[config.mk]
export PLATFORM = sky130hd
export DESIGN_NAME = target_lock_bearing_error_core
export DESIGN_NICKNAME = d
export VERILOG_FILES = /design/src/hw/rtl/tlbe_pkg.sv /design/src/hw/rtl/tlbe_cordic.sv /design/src/hw/rtl/target_lock_bearing_error_core.sv
export SDC_FILE = /design/constraint.sdc
export NUM_CORES = 2
export LEC_CHECK = 0
export ABC_AREA = 1
export BUFFER_PORTS_ARGS = -buffer_cell sky130_fd_sc_hd__clkbuf_2
export CAP_MARGIN = 20
export CORE_MARGIN = 2
export CORE_UTILIZATION = 38
export CTS_CLUSTER_DIAMETER = 100
export DETAILED_ROUTE_END_ITERATION = 8
export GPL_ROUTABILITY_DRIVEN = 1
export PLACE_DENSITY = 0.64
export SYNTH_ARGS = -nofsm -noshare
export SYNTH_HDL_FRONTEND = slang
export SYNTH_SLANG_ARGS = --single-unit
export TNS_END_PERCENT = 1
[constraint.sdc]
create_clock -name clock -period 20.6 [get_ports clock]
set_clock_uncertainty 0.1 [all_clocks]
set_input_delay 4.12 -clock clock [delete_from_list [all_inputs] [get_ports clock]]
set_output_delay 4.12 -clock clock [all_outputs]
set_load 0.01 [all_outputs]
[src/hw/rtl/tlbe_pkg.sv]
// shared constants, types and cordic helpers for the target lock bearing error core
package tlbe_pkg;

   // cordic configuration
   localparam int CORDIC_STEPS = 16;
   localparam int STEPS_PER_STAGE = 2;
   localparam int NUM_STAGES = (CORDIC_STEPS + STEPS_PER_STAGE - 1) / STEPS_PER_STAGE;

   // datapath widths
   localparam int FIELD_W = 16;
   localparam int XY_W = 26;            // scaled position plus cordic gain headroom
   localparam int Z_W = 25;             // angle in 2^-20 rad
   localparam int POS_SCALE = 8;        // inputs scaled by 2^8
   localparam int ANG_FRAC = 20;
   localparam int ANG_SHIFT = ANG_FRAC - 13;
   localparam int ANG_ROUND = 1 << (ANG_FRAC - 14);
   localparam int PI_Z = 3294199;
   localparam int ANG_MAX = 25736;

   // operation codes
   localparam logic [1:0] OP_TRACK = 2'd0;
   localparam logic [1:0] OP_EMPTY = 2'd1;
   localparam logic [1:0] OP_TICK  = 2'd2;

   // register indexes
   localparam logic [1:0] REG_CONF_THR = 2'd0;
   localparam logic [1:0] REG_HEIGHT_THR = 2'd1;
   localparam logic [1:0] REG_TIMEOUT = 2'd2;

   // register reset values
   localparam logic [FIELD_W-1:0] CONF_THR_RESET = 16'd282;
   localparam logic [FIELD_W-1:0] HEIGHT_THR_RESET = 16'd358;
   localparam logic [FIELD_W-1:0] TIMEOUT_RESET = 16'd3000;

   // result fields that ride alongside the angle through the pipeline
   typedef struct packed {
      logic                error_valid;
      logic                locked;
      logic [FIELD_W-1:0]  locked_target;
      logic                lock_dropped;
   } side_type;

   typedef struct packed {
      logic signed [XY_W-1:0] x;
      logic signed [XY_W-1:0] y;
      logic signed [Z_W-1:0]  z;
   } vec_type;

   function automatic logic signed [Z_W-1:0] atan_val(input int unsigned i);
      logic signed [Z_W-1:0] r;
      case (i)
         0:       r = Z_W'(823550);
         1:       r = Z_W'(486170);
         2:       r = Z_W'(256879);
         3:       r = Z_W'(130396);
         4:       r = Z_W'(65451);
         5:       r = Z_W'(32757);
         6:       r = Z_W'(16383);
         7:       r = Z_W'(8192);
         8:       r = Z_W'(4096);
         9:       r = Z_W'(2048);
         10:      r = Z_W'(1024);
         11:      r = Z_W'(512);
         12:      r = Z_W'(256);
         13:      r = Z_W'(128);
         14:      r = Z_W'(64);
         15:      r = Z_W'(32);
         16:      r = Z_W'(16);
         17:      r = Z_W'(8);
         18:      r = Z_W'(4);
         19:      r = Z_W'(2);
         20:      r = Z_W'(1);
         default: r = '0;
      endcase
      return r;
   endfunction

   // one vectoring iteration, shifts round toward minus infinity
   function automatic vec_type cordic_step(input vec_type v, input int unsigned i);
      vec_type r;
      logic signed [XY_W-1:0] sx;
      logic signed [XY_W-1:0] sy;
      sx = v.x >>> i;
      sy = v.y >>> i;
      if (!v.y[XY_W-1]) begin
         r.x = v.x + sy;
         r.y = v.y - sx;
         r.z = v.z + atan_val(i);
      end else begin
         r.x = v.x - sy;
         r.y = v.y + sx;
         r.z = v.z - atan_val(i);
      end
      return r;
   endfunction

endpackage

[src/hw/rtl/tlbe_cordic.sv]
// pipelined vectoring cordic for atan2 with sideband result fields
module tlbe_cordic
   import tlbe_pkg::*;
(
   input  logic                       clock,
   input  logic                       reset,
   input  logic                       in_valid,
   output logic                       in_ready,
   input  logic signed [FIELD_W-1:0]  in_x,
   input  logic signed [FIELD_W-1:0]  in_y,
   input  side_type                   in_side,
   output logic                       out_valid,
   input  logic                       out_ready,
   output logic signed [FIELD_W-1:0]  out_angle,
   output side_type                   out_side
);

   vec_type  vec_ff [NUM_STAGES+1];
   side_type side_ff [NUM_STAGES+1];
   logic     zero_ff [NUM_STAGES+1];
   logic     valid_ff [NUM_STAGES+1];
   logic     move [NUM_STAGES+1];

   logic                       out_valid_ff;
   logic signed [FIELD_W-1:0]  angle_ff;
   side_type                   out_side_ff;
   logic                       move_out;

   // setup: fold the left half plane onto the right with a pi start angle
   vec_type                 setup_vec;
   logic signed [XY_W-1:0]  px_w;
   logic signed [XY_W-1:0]  py_w;
   logic                    neg;

   always_comb begin
      px_w = XY_W'(in_x);
      py_w = XY_W'(in_y);
      neg = in_x[FIELD_W-1];
      if (neg) begin
         setup_vec.x = (-px_w) <<< POS_SCALE;
         setup_vec.y = (-py_w) <<< POS_SCALE;
         setup_vec.z = in_y[FIELD_W-1] ? -Z_W'(PI_Z) : Z_W'(PI_Z);
      end else begin
         setup_vec.x = px_w <<< POS_SCALE;
         setup_vec.y = py_w <<< POS_SCALE;
         setup_vec.z = '0;
      end
   end

   // ready ripples back from the output register
   assign move_out = !out_valid_ff || out_ready;

   always_comb begin
      move[NUM_STAGES] = !valid_ff[NUM_STAGES] || move_out;
      for (int k = NUM_STAGES - 1; k >= 0; k--) begin
         move[k] = !valid_ff[k] || move[k+1];
      end
   end

   assign in_ready = move[0];

   // next value of every stage: stage 0 takes the setup vector, the others STEPS_PER_STAGE iterations each
   vec_type  nxt_vec [NUM_STAGES+1];
   side_type side_src [NUM_STAGES+1];
   logic     zero_src [NUM_STAGES+1];
   logic     valid_src [NUM_STAGES+1];

   always_comb begin
      vec_type v;
      int      step;
      nxt_vec[0] = setup_vec;
      side_src[0] = in_side;
      zero_src[0] = (in_x == '0) && (in_y == '0);
      valid_src[0] = in_valid;
      for (int k = 1; k <= NUM_STAGES; k++) begin
         v = vec_ff[k-1];
         for (int s = 0; s < STEPS_PER_STAGE; s++) begin
            step = (k - 1) * STEPS_PER_STAGE + s;
            if (step < CORDIC_STEPS) begin
               v = cordic_step(v, unsigned'(step));
            end
         end
         nxt_vec[k] = v;
         side_src[k] = side_ff[k-1];
         zero_src[k] = zero_ff[k-1];
         valid_src[k] = valid_ff[k-1];
      end
   end

   always_ff @(posedge clock) begin
      for (int k = 0; k <= NUM_STAGES; k++) begin
         if (reset) begin
            valid_ff[k] <= 1'b0;
         end else if (move[k]) begin
            valid_ff[k] <= valid_src[k];
         end
         if (move[k]) begin
            vec_ff[k] <= nxt_vec[k];
            side_ff[k] <= side_src[k];
            zero_ff[k] <= zero_src[k];
         end
      end
   end

   // round to nearest q3.13, halves up, then saturate; zero when no error is valid or the input was the origin
   logic signed [Z_W-1:0] z_rnd;
   logic signed [FIELD_W-1:0] angle_in;

   always_comb begin
      z_rnd = (vec_ff[NUM_STAGES].z + Z_W'(ANG_ROUND)) >>> ANG_SHIFT;
      if (z_rnd > Z_W'(ANG_MAX)) begin
         angle_in = FIELD_W'(ANG_MAX);
      end else if (z_rnd < -Z_W'(ANG_MAX)) begin
         angle_in = -FIELD_W'(ANG_MAX);
      end else begin
         angle_in = z_rnd[FIELD_W-1:0];
      end
      if (!side_ff[NUM_STAGES].error_valid || zero_ff[NUM_STAGES]) begin
         angle_in = '0;
      end
   end

   always_ff @(posedge clock) begin
      if (reset) begin
         out_valid_ff <= 1'b0;
      end else if (move_out) begin
         out_valid_ff <= valid_ff[NUM_STAGES];
      end
      if (move_out) begin
         angle_ff <= angle_in;
         out_side_ff <= side_ff[NUM_STAGES];
      end
   end

   assign out_valid = out_valid_ff;
   assign out_angle = angle_ff;
   assign out_side = out_side_ff;

endmodule

[src/hw/rtl/target_lock_bearing_error_core.sv]
// top level: target lock tracking and bearing error output
// Takes one beat per cycle: a track entry, an empty-frame marker or a time tick. Track
// entries and ticks update the lock state in the cycle they are taken; a beat that ends a
// frame (an entry flagged last, or an empty frame) also yields one result beat carrying
// the bearing error atan2(y, x) in q3.13 radians, the lock state after the frame, the
// locked id and a timeout-drop flag. The atan2 runs in a cordic pipeline of two iterations
// per stage, behind a setup register and ahead of an output register; the pipeline holds
// CORDIC_STEPS/2 + 2 results, and the input stalls only when it is full and the result
// side is stalled. Sustained rate is one beat per cycle while the result side is not
// stalled.
module target_lock_bearing_error_core
   import tlbe_pkg::*;
(
   input  logic                       clock,
   input  logic                       reset,
   // input beats
   input  logic                       req_valid,
   output logic                       req_stall,
   input  logic [1:0]                 req_operation,
   input  logic [FIELD_W-1:0]         req_track_id,
   input  logic signed [FIELD_W-1:0]  req_pos_x,
   input  logic signed [FIELD_W-1:0]  req_pos_y,
   input  logic signed [FIELD_W-1:0]  req_confidence,
   input  logic signed [FIELD_W-1:0]  req_height,
   input  logic                       req_last_in_frame,
   // result beats
   output logic                       rsp_valid,
   input  logic                       rsp_stall,
   output logic                       rsp_error_valid,
   output logic signed [FIELD_W-1:0]  rsp_angle_error,
   output logic                       rsp_locked,
   output logic [FIELD_W-1:0]         rsp_locked_target,
   output logic                       rsp_lock_dropped,
   // register writes
   input  logic                       csr_write,
   input  logic [1:0]                 csr_index,
   input  logic [FIELD_W-1:0]         csr_data
);

   // configuration registers
   logic signed [FIELD_W-1:0] conf_thr_ff;
   logic signed [FIELD_W-1:0] height_thr_ff;
   logic [FIELD_W-1:0]        timeout_ff;

   always_ff @(posedge clock) begin
      if (reset) begin
         conf_thr_ff <= CONF_THR_RESET;
         height_thr_ff <= HEIGHT_THR_RESET;
         timeout_ff <= TIMEOUT_RESET;
      end else if (csr_write) begin
         case (csr_index)
            REG_CONF_THR:   conf_thr_ff <= csr_data;
            REG_HEIGHT_THR: height_thr_ff <= csr_data;
            REG_TIMEOUT:    timeout_ff <= csr_data;
            default:        ;
         endcase
      end
   end

   // lock and per-frame state
   logic                lock_ff, lock_in;
   logic [FIELD_W-1:0]  lock_id_ff, lock_id_in;
   logic [FIELD_W-1:0]  unseen_ff, unseen_in;
   logic                began_locked_ff, began_locked_in;
   logic                chosen_ff, chosen_in;
   logic [FIELD_W-1:0]  chosen_id_ff, chosen_id_in;
   logic [FIELD_W-1:0]  chosen_x_ff, chosen_x_in;
   logic [FIELD_W-1:0]  chosen_y_ff, chosen_y_in;

   logic      cor_ready;
   logic      accept;
   logic      is_track;
   logic      ends_frame;
   logic      pick;
   side_type  side;

   assign req_stall = !cor_ready;
   assign accept = req_valid && !req_stall;
   assign is_track = (req_operation == OP_TRACK);
   // beat that closes a frame and so produces a result
   assign ends_frame = (req_operation == OP_EMPTY) || (is_track && req_last_in_frame);

   always_comb begin
      lock_in = lock_ff;
      lock_id_in = lock_id_ff;
      unseen_in = unseen_ff;
      began_locked_in = began_locked_ff;
      chosen_in = chosen_ff;
      chosen_id_in = chosen_id_ff;
      chosen_x_in = chosen_x_ff;
      chosen_y_in = chosen_y_ff;
      side = '0;
      pick = 1'b0;

      // unlocked: last qualifying entry wins; locked: first entry with the locked id
      if (is_track) begin
         if (!began_locked_ff) begin
            pick = (req_confidence > conf_thr_ff) && (req_height > height_thr_ff);
         end else begin
            pick = !chosen_ff && (req_track_id == lock_id_ff);
         end
      end

      if (accept) begin
         if (req_operation == OP_TICK) begin
            if (unseen_ff != '1) begin
               unseen_in = unseen_ff + FIELD_W'(1);
            end
         end

         if (pick) begin
            chosen_in = 1'b1;
            chosen_id_in = req_track_id;
            chosen_x_in = req_pos_x;
            chosen_y_in = req_pos_y;
         end

         if (ends_frame) begin
            if (chosen_in) begin
               if (!lock_ff) begin
                  lock_in = 1'b1;
                  lock_id_in = chosen_id_in;
               end
               unseen_in = '0;
               side.error_valid = 1'b1;
            end else if (unseen_ff > timeout_ff) begin
               // timeout; flagged only when a lock was actually held
               side.lock_dropped = lock_ff;
               lock_in = 1'b0;
            end
            chosen_in = 1'b0;
            began_locked_in = lock_in;
         end
      end

      side.locked = lock_in;
      side.locked_target = lock_id_in;
   end

   always_ff @(posedge clock) begin
      if (reset) begin
         lock_ff <= 1'b0;
         lock_id_ff <= '0;
         unseen_ff <= '0;
         began_locked_ff <= 1'b0;
         chosen_ff <= 1'b0;
         chosen_id_ff <= '0;
         chosen_x_ff <= '0;
         chosen_y_ff <= '0;
      end else begin
         lock_ff <= lock_in;
         lock_id_ff <= lock_id_in;
         unseen_ff <= unseen_in;
         began_locked_ff <= began_locked_in;
         chosen_ff <= chosen_in;
         chosen_id_ff <= chosen_id_in;
         chosen_x_ff <= chosen_x_in;
         chosen_y_ff <= chosen_y_in;
      end
   end

   // the chosen position for this frame, including a pick on the closing beat itself
   logic signed [FIELD_W-1:0] frame_x;
   logic signed [FIELD_W-1:0] frame_y;

   assign frame_x = pick ? req_pos_x : chosen_x_ff;
   assign frame_y = pick ? req_pos_y : chosen_y_ff;

   side_type rsp_side;

   tlbe_cordic u_cordic (
      .clock     (clock),
      .reset     (reset),
      .in_valid  (req_valid && ends_frame),
      .in_ready  (cor_ready),
      .in_x      (frame_x),
      .in_y      (frame_y),
      .in_side   (side),
      .out_valid (rsp_valid),
      .out_ready (!rsp_stall),
      .out_angle (rsp_angle_error),
      .out_side  (rsp_side)
   );

   assign rsp_error_valid = rsp_side.error_valid;
   assign rsp_locked = rsp_side.locked;
   assign rsp_locked_target = rsp_side.locked_target;
   assign rsp_lock_dropped = rsp_side.lock_dropped;

endmodule
==> out/metrics.csv <==
metric,value,unit
CP Cell Sequence,clkbuf_2 -> nand2_2 -> nor2_4 -> nand2_4 -> nor2_4 -> inv_4 -> nor2_4 -> nand2_4 -> inv_2 -> nand2_4 -> nor2_4 -> inv_4 -> nor2_4 -> nand2_2 -> buf_4 -> inv_1 -> clkbuf_2,
initial antenna violation count,6,
final routed DRC violation total,0,
htree depth,3,
detailed-route via count,78100,
Startpoint Class,primary input,
post-synthesis instance total,11900,
post-route ant nets,0,
Die W,490,um
Setup crit end kind,output pin,
row count,178,
Worst slew margin,0.361,
clock sinks,899,
routed vias/inst,5.10,
drt first-iter violations,5588,
post-synth top area share,0.256,
CP required,16.38,ns
reg2reg end,u_cordic.vec_ff[0][305],
most common cell in the netlist,nand2_1,
Total Nets Final,13300,
Final Hold Fails,0,
Final TNS setup,0,ns
WL/cell,15.6,um
number of synthesized flops with an enable pin,767,
cts hold-fix bufs,0,
Top delay family on crit path,simple AND/OR/NAND/NOR gates,
Post-Synthesis Cell Area,89900,sq um
CP Data Arrival Time,8.25,ns
final worst path period share,0.605,
delay of the slowest critical-path stage,0.62,ns
CTS tree,yes,
deepest clock path buffer count,3,
die area,240000,sq um
vias in the first global route,72900,
r2r worst-path depth,39,
CTS Buf Count,96,
Die H,490,um
dominant cell type by area after synthesis,edfxtp_1,
clk root buf,clkbuf_16,
core footprint,235000,sq um
"Primary FF master, synth",edfxtp_1,
final number of max-transition violations,0,
IO Port Bufs,142,
slew at the pin closest to its max-slew limit,0.955,ns
Area growth syn-to-layout,8.64,%
Worst-path clk slew,0.07,ns
global-route wire length before repair,383000,um
Detailed Place HPWL,197000,um
status,completed,
Syn Area/Cell,7.54,sq um
worst hold path class,reg2reg,
layout cells sized above 1,0.0456,
post-cts gate resize count,0,
Buf/Inv on CP,7,
final wirelength,239000,um
Setup CP Type,in2out,
RSZ-0062 raised after global routing,false,
Cell variety after synth,83,
Async SR Flop Fraction,0,
CP Depth,17,
largest net degree at the start of global routing,83,
global placer's final weighted congestion,0.959,
Seq cells post-synth,899,
GR Overflow Total,0,
synth warn,0,
Initial Utilization,0.382,
Worst path slowest cell,nand2_2,
synth cell count leaders,"nand2_1 (2,418), inv_1 (1,680), a21oi_1 (1,138)",
Crit. Startpoint,rsp_stall,
"Min Clock Period, post-route",12.47,ns
postcts setup bufs,0,
number of maximum-capacitance violations,0,
top post-synthesis cells by area,"edfxtp_1 (26%), ha_1 (14%), nand2_1 (10%), xor2_1 (8.3%), inv_1 (7.0%)",
DRT Pass-1 Iters,6,
"Max FO, Critical Path",43,
worst skew pair latency,0.78,ns
Filler cells,24400,
max frequency,80.2,MHz
register area share after synthesis,0.286,
reg-to-reg startpoint,u_cordic.vec_ff[0][210],
flop2flop setup slack,12.71,ns
Critical Path End,req_stall,
overall routing resource usage,0.193,
"most used cell, CP",nor2_4,
number of I/O pins,143,
"Setup violations, final",0,
-- area by class of cell --
class	count	area, sq um	share of cell area
inverter	1706	6410	0.0657
timing repair buffer	178	981	0.0100
clock inverter	71	898	0.00920
clock buffer	111	2500	0.0256
sequential	899	25700	0.263
tap	3150	3940	0.0404
multi-input combinational	9190	57300	0.586
antenna	4	10.0	0.000102
-- metal layers --
metal	vias to the layer above	wire length [um]	global-route usage
met2	1724	109000	0.319
met1	35700	113000	0.266
met3	291	11000	0.0185
met4	0	6820	0.0548
li1	40400	-	-
met5	-	0	0
-- kinds of logic after synthesis --
logic type / count (synthesis) / synth area share
and+or+nand+nor: 4522 / 0.214
AOI/OAI and AO/OA: 2350 / 0.148
buffers and inverters: 1833 / 0.0778
xor gates and xnor gates: 1229 / 0.120
adders and majority gates: 1074 / 0.153
DFF: 899 / 0.286
muxes: 13 / 0.00145
other: 1 / 0.0000417
-- state kept, by name, summed over array words and instances (netlist names) --
name and count:
u_cordic.vec_ff 543, chosen_ff 1, lock_id_ff 16, u_cordic.side_ff 171
u_cordic.out_angle 16, u_cordic.out_valid 1, chosen_y_ff 16, lock_ff 1
u_cordic.out_side 19, began_locked_ff 1, u_cordic.valid_ff 9, height_thr_ff 16
chosen_x_ff 16, conf_thr_ff 16, unseen_ff 16, timeout_ff 16
chosen_id_ff 16, u_cordic.zero_ff 9
-- worst min path at each step --
stage | start | slack (ns) | cells after the start | to
6_report | u_cordic.side_ff[0][41] | 0.31 | 0 | u_cordic.side_ff[0][60]
5_1_grt | u_cordic.side_ff[0][73] | 0.32 | 0 | u_cordic.side_ff[0][92]
4_1_cts | u_cordic.side_ff[0][41] | 0.31 | 0 | u_cordic.side_ff[0][60]
3_5_place_dp | u_cordic.side_ff[0][87] | 0.30 | 0 | u_cordic.side_ff[0][106]
3_3_place_gp | u_cordic.side_ff[0][39] | 0.30 | 0 | u_cordic.side_ff[0][58]
2_1_floorplan | u_cordic.side_ff[0][152] | 0.30 | 0 | u_cordic.out_side[0]
-- per-stage QoR --
stage	std cells	util	cell area, sq um	setup WS [ns]	hold slack [ns]
after floorplan	11900	-	89900	4.84	0.300
after global placement	15100	0.401	94300	8.04	0.302
after detailed placement	15100	0.401	94300	7.98	0.305
after CTS	15300	0.415	97700	7.97	0.314
after global routing	15300	0.415	97700	7.62	0.321
final	15300	0.415	97700	8.13	0.312
-- layout by cell type (no fill, tap or decap), drive strengths merged, types with 4 or more instances in the layout --
| master | netlist | layout |
|---|---|---|
| a31oi | 69 | 69 |
| nand3 | 524 | 524 |
| o21a | 42 | 42 |
| o31ai | 46 | 46 |
| o21bai | 74 | 74 |
| xnor2 | 368 | 368 |
| clkinv | 6 | 47 |
| a21boi | 46 | 46 |
| edfxtp | 767 | 767 |
| nor3b | 10 | 10 |
| dfxtp | 132 | 132 |
| ha | 1032 | 1032 |
| nand2 | 2438 | 2438 |
| a211oi | 26 | 26 |
| nand4 | 136 | 136 |
| o211ai | 79 | 79 |
| o221ai | 26 | 26 |
| bufinv | 0 | 13 |
| o22ai | 5 | 5 |
| a221oi | 14 | 14 |
| nor3 | 255 | 255 |
| o2111ai | 6 | 6 |
| o311a | 4 | 4 |
| fa | 42 | 42 |
| a21o | 73 | 73 |
| or2 | 56 | 56 |
| nor4 | 60 | 60 |
| clkinvlp | 0 | 9 |
| a21oi | 1156 | 1156 |
| mux2i | 13 | 13 |
| o21ai | 667 | 667 |
| xor2 | 861 | 861 |
| buf | 64 | 36 |
| inv | 1700 | 1708 |
| nor2 | 975 | 975 |
| diode | 0 | 4 |
| nand3b | 41 | 41 |
| and2 | 21 | 21 |
| clkbuf | 63 | 253 |
Power is not shown: default switching activity piles up to over one toggle a cycle in this logic, so the estimate is an artifact.
